$ cat config.mk
export PLATFORM = sky130hd
export DESIGN_NAME = sacl_div
export DESIGN_NICKNAME = d
export VERILOG_FILES = /design/src/rtl/sacl_pkg.sv /design/src/rtl/sacl_div.sv
export SDC_FILE = /design/constraint.sdc
export NUM_CORES = 1
export LEC_CHECK = 0
export ABC_AREA = 1
export BUFFER_PORTS_ARGS = -buffer_cell sky130_fd_sc_hd__buf_2
export CAP_MARGIN = 20
export CORE_ASPECT_RATIO = 0.6
export CORE_MARGIN = 5
export CORE_UTILIZATION = 40
export CTS_BUF_LIST = sky130_fd_sc_hd__clkbuf_8
export DETAILED_ROUTE_END_ITERATION = 12
export PLACE_DENSITY = 0.57
export SYNTH_ARGS = -nofsm -noshare
export SYNTH_HDL_FRONTEND = slang
export SYNTH_SLANG_ARGS = --single-unit
$ cat constraint.sdc
create_clock -name i_clk -period 4.08 [get_ports i_clk]
set_clock_uncertainty 0.1 [all_clocks]
set_input_delay 0.816 -clock i_clk [delete_from_list [all_inputs] [get_ports i_clk]]
set_output_delay 0.816 -clock i_clk [all_outputs]
set_load 0.01 [all_outputs]
$ cat src/rtl/sacl_pkg.sv
// package for the slab autocorrelation length unit
// shared types, constants and register indexes; no dependencies
`timescale 1ns / 1ps
package sacl_pkg;

    localparam int MaxRowLength = 64;
    localparam int MaxRowCount  = 64;
    localparam int SampleWidth  = 16;

    // configuration register indexes
    localparam logic [1:0] REG_ROW_LENGTH   = 2'd0;
    localparam logic [1:0] REG_ROW_COUNT    = 2'd1;
    localparam logic [1:0] REG_CELL_SPACING = 2'd2;

    typedef struct packed {
        logic signed [15:0] momentum_x;
        logic [15:0]        density;
        logic               plane_end;
    } t_in_item;

    typedef struct packed {
        logic [15:0] plane_number;
        logic [5:0]  momentum_lag;
        logic [5:0]  velocity_lag;
        logic [5:0]  density_lag;
        logic [21:0] momentum_length;
        logic [21:0] velocity_length;
        logic [21:0] density_length;
        logic [2:0]  zero_energy;
    } t_out_item;

    // divider handshake
    typedef struct packed {
        logic        start;
        logic [15:0] mag;
        logic [15:0] den;
    } t_div_req;

    typedef struct packed {
        logic        done;
        logic [23:0] quot;
    } t_div_rsp;

endpackage

$ cat src/rtl/sacl_div.sv
// iterative unsigned divider, one quotient bit per cycle
// depends on sacl_pkg
`timescale 1ns / 1ps
module sacl_div (
    input  logic              i_clk,
    input  logic              i_rst_n,
    input  sacl_pkg::t_div_req i_req,
    output sacl_pkg::t_div_rsp o_rsp
);
    logic [23:0] r_num, n_num;
    logic [16:0] r_rem, n_rem;
    logic [15:0] r_den;
    logic [4:0]  r_cnt;
    logic        r_busy, r_done;
    logic [16:0] w_try;

    // shift-subtract step
    always_comb begin
        w_try = {r_rem[15:0], r_num[23]};
        n_num = {r_num[22:0], 1'b0};
        n_rem = w_try;
        if (w_try >= {1'b0, r_den}) begin
            n_rem = w_try - {1'b0, r_den};
            n_num[0] = 1'b1;
        end
    end

    always_ff @(posedge i_clk) begin
        if (!i_rst_n) begin
            r_busy <= 1'b0;
            r_done <= 1'b0;
            r_cnt  <= '0;
        end else begin
            r_done <= 1'b0;
            if (i_req.start) begin
                r_busy <= 1'b1;
                r_cnt  <= 5'd23;
                r_num  <= {i_req.mag, 8'd0};
                r_den  <= i_req.den;
                r_rem  <= '0;
            end else if (r_busy) begin
                r_num <= n_num;
                r_rem <= n_rem;
                r_cnt <= r_cnt - 5'd1;
                if (r_cnt == 5'd0) begin
                    r_busy <= 1'b0;
                    r_done <= 1'b1;
                end
            end
        end
    end

    assign o_rsp.done = r_done;
    assign o_rsp.quot = r_num;
endmodule

* Word level (Yosys, flattened, before mapping)
Cells that the tools add are included.
** Storage, ports and cells
- Register bits after elaboration :: 63
- Input bits :: 35
- Output and inout bits :: 25
- Logic and storage cells :: 30
** Operators by class
- Add/sub/neg operators :: 2
- Magnitude comparators :: 1
- Muxes and demuxes :: 11
- Bitwise gates (word level) :: 2
- Reductions and logical operators :: 6
** Operators by type and width (count)
- 24-bit two-way mux :: 2
- 16-bit two-way mux :: 2
- 17-bit by 16-bit greater-or-equal comparator with 1-bit output :: 1
- 16-bit subtractor :: 1
- 5-bit two-way mux :: 2
- 5-bit logical NOT :: 1
- 1-bit two-way mux :: 5
- 5-bit by 1-bit subtractor with 5-bit output (second input constant) :: 1
- 2-bit AND reduction :: 2
- 3-bit OR reduction :: 1
- 1-bit NOT :: 2
- 2-bit nonzero test :: 1
- 2-bit OR reduction :: 1

* Depth between registers and ports, before layout
- Depth after elaboration :: 4
- Depth in mapped cells :: 14
- Depth with buffers taken out :: 14

* Least setup slack after synthesis
Ideal clock, no wire load.
- Path type :: input port to flip-flop
- Start point :: input i_rst_n
- End point :: register r_num[0] (enable)
- Setup time :: 0.439 ns
- Data arrival time :: 2.615 ns
- Data required time :: 3.541 ns
- Slack :: 0.926 ns
- Stages :: 2
- Path buffers :: 0
- Cell sequence :: inv_1 -> nor2_1
** On the way
- Cells in the longest elaborated chain, start to end :: 1
** RTL lines
- start, declared :: RTL line sacl_div.sv:6 : input logic i_rst_n,
- 2-bit AND reduction (no source line)
- end signal, assigned :: RTL line sacl_div.sv:38 : r_num <= {i_req.mag, 8'd0};
- end signal, assigned :: RTL line sacl_div.sv:42 : r_num <= n_num;
- end, declared :: RTL line sacl_div.sv:10 : logic [23:0] r_num, n_num;
No other way between the ends.
A chain may end at the register's enable or synchronous reset.

* Worst setup path after layout
- Start point :: register r_rem[12]
- End point :: register r_num[0], data pin
** On the way
- Cells in the longest elaborated chain, start to end :: 3
** RTL lines
- start, declared :: RTL line sacl_div.sv:11 : logic [16:0] r_rem, n_rem;
- start signal, assigned :: RTL line sacl_div.sv:43 : r_rem <= n_rem;
- 17-bit by 16-bit greater-or-equal comparator with 1-bit output :: RTL line sacl_div.sv:22 : if (w_try >= {1'b0, r_den}) begin
- 1-bit two-way mux :: RTL line sacl_div.sv:22
- 24-bit two-way mux :: RTL line sacl_div.sv:41 : end else if (r_busy) begin
No other way between the ends. The select of a mux whose other input is x is not followed.

==> impl_metrics.csv <==
group,metric,value,unit
run_status,status,"finished clean",
power,p_total,1.86,mW
final_layout,stdcell_count,676,
synth,synth_area,0.00406,mm²
global_routing,globalRouteMet3Util,0.0409,
synth,synth_common_cells,"148 x nand2_1, 73 x inv_1, 56 x edfxtp_1",
synth,synth_seq_area_share,0.449,
floorplan,io-pin-count,60,
sta,setup_tns,0,ns
sta,timing.slew.headroom,0.512,
synth,synth_seq_cells,63,
synth,synth_top_cell_area_share,0.414,
critical_path,cp.arrival,2.47,ns
floorplan,fp-row-count,28,
synth,yosysTopAreaCell,"edfxtp_1",
synth,synth_edf_count,56,
critical_path,path_max_fanout,15,
placement,port_buffers,59,
sta,holdWs,0.384,ns
final_layout,drive_gt1_frac,0.246,
synth,synth_area_leaders,"edfxtp_1 41%, nand2_1 14%, inv_1 6.8%, ha_1 5.5%, buf_4 4.6%",
routing,antenna_left,0,
clock_tree,cts.clk_slew.worst_paths,0.08,ns
global_routing,grt_busiest_layer,"met1",
global_routing,first_global_vias,2830,
synth,postSynth.asyncResetShare,0,
sta,worst_slew_pin_slew,0.731,ns
global_routing,grtUsageMet1,0.225,
clock_tree,cts_hold_buf,0,
sta,finalSetupViolCount,0,
routing,wirelength,8900,µm
global_routing,grt_pass1_wl,14200,µm
clock_tree,cts-resized-gates,0,
placement,gp_congestion,0.876,
routing,num_vias,3068,
critical_path,path_class,"reg2reg",
placement,post-place-cells,660,
clock_tree,cts_made_buffers,9,
final_layout,num_antenna_cells,0,
floorplan,dieArea,0.0123,mm²
routing,viasPerCell,4.54,
worst_hold_path,hold-path-cell-count,2,
clock_tree,post_cts_buffers,0,
clock_tree,root_buffer,"clkbuf_8",
routing,drc,0,
floorplan,start_util,0.411,
sta,hold_viol,0,
global_routing,gr-total-overflow,0,
global_routing,grt_max_degree,36,
sta,rsz0062_at_grt,"no",
critical_path,cp-start-kind,"flop",
routing,dr.pass1.iters,5,
clock_tree,h-tree-depth,3,
floorplan,dieWidth,140,µm
global_routing,grt.total_usage,0.150,
synth,syn_avg_cell_area,8.17,µm²
sta,min_period,2.49,ns
synth,synthCells,497,
sta,period_share,0.609,
global_routing,grt_antenna_before_repair,0,
final_layout,final_nets,590,
routing,wl_per_cell,13.2,µm
placement,dp_hpwl,6790,µm
synth,ys_types,32,
job,max_cap_violations,0,
critical_path,worst_setup_path_end_kind,"flop",
floorplan,die_h,88.0,µm
clock_tree,clock-sinks,63,
clock_tree,cts_buffer_depth,2,
power,p_leak,2.26,nW
worst_hold_path,holdCritPathClass,"reg2reg",
sta,max_clock_freq,0.402,GHz
power,p_per_area,413,mW/mm²
floorplan,core_area,0.00988,mm²
critical_path,r2r_cells,9,
clock_tree,cts_tree,"built",
synth,yosysMostFrequentCell,"nand2_1",
synth,syn_nets,551,
power,ir_worst_vdd,0.204,mV
critical_path,required,4.06,ns
final_layout,syn2layout_area_growth,11.3,%
global_routing,use_met2,0.212,
synth,synth_flop_cell,"edfxtp_1",
routing,drt_iter0_markers,212,
sta,slew_viol_final,0,
clock_tree,worstSkewPairLatency,0.35,ns
synth,ys_warn_count,0,
metal layers:
metal	vias to the layer above	routed length, µm
li1	1600	-
met1	1378	4580
met2	82	3660
met3	8	581
met4	0	73
met5	-	0
critical path, cell delays in order (launching register included):
cell and delay (ns):
edfxtp_1 0.45, ha_1 0.41, nand2_1 0.20, nor2_1 0.07, nand2_1 0.07, nand2_1 0.08, nor2_4 0.33, nand2_4 0.24
inv_2 0.21, nor2_1 0.05
path summary, 6_finish.rpt:
path | endpoint | start | slack (ns)
setup reg to reg | r_num[0] | r_rem[12] | 1.59
setup / recovery | r_num[0] | r_rem[12] | 1.59
hold reg to reg | r_cnt[4] | r_cnt[4] | 0.38
hold / removal | r_cnt[4] | r_cnt[4] | 0.38
cells by family after synthesis:
kind of cell / share of synthesized area
AND/OR/NAND/NOR: 0.315
buffers and inverters: 0.142
flip-flops: 0.449
adder cells (fa/ha/maj): 0.0604
AO/OA/AOI/OAI: 0.0213
XOR/XNOR: 0.0129
through the flow:
step           setup slack (ns)  cell area [µm²]   util
2_1_floorplan             0.926             4060      -
3_3_place_gp               1.53             4300  0.435
3_5_place_dp               1.52             4300  0.435
4_1_cts                    1.59             4520  0.457
5_1_grt                    1.45             4520  0.457
6_report                   1.59             4520  0.457
layout make-up:
class | count | area (µm²)
multi-input cells | 314 | 1670
inverters | 87 | 327
flip-flops and latches | 63 | 1820
fillers | 992 | 5360
clock inverters | 6 | 85.1
clock buffers | 10 | 138
well taps | 135 | 169
repair buffers | 61 | 310
state kept, by name, summed over array words and instances, names as in the netlist:
| register | cells |
|---|---|
| r_den | 16 |
| r_num | 24 |
| r_done | 1 |
| r_cnt | 5 |
| r_rem | 16 |
| r_busy | 1 |
placed cells by master (no fill, tap or decap):
master and n:
nor2_1 46, a31oi_1 3, ha_1 18, or2_1 1, clkinv_4 1, nor3_4 1
clkinv_1 2, xor2_1 6, nand3_2 6, nand2_2 18, clkinv_2 1, and2_1 2
dfxtp_1 7, a21oi_1 10, nor2_4 4, inv_2 12, fa_1 1, bufinv_16 2
nor4_1 3, o21ai_0 2, nand4_1 6, clkinvlp_4 1, nand2_1 148, o31ai_1 1
nor2_2 13, clkbuf_8 10, nand3b_1 9, nand2_4 3, buf_2 59, buf_4 2
inv_1 74, nand3_1 12, nor3_1 1, edfxtp_1 56
power breakdown:
group          switching, mW  total, mW  internal, mW
Combinational          0.295      0.454         0.159
Sequential            0.0272      0.793         0.766
Clock                  0.259      0.618         0.358
Total                  0.581       1.86          1.28
Note: power is estimated with default switching activity, not from simulation.
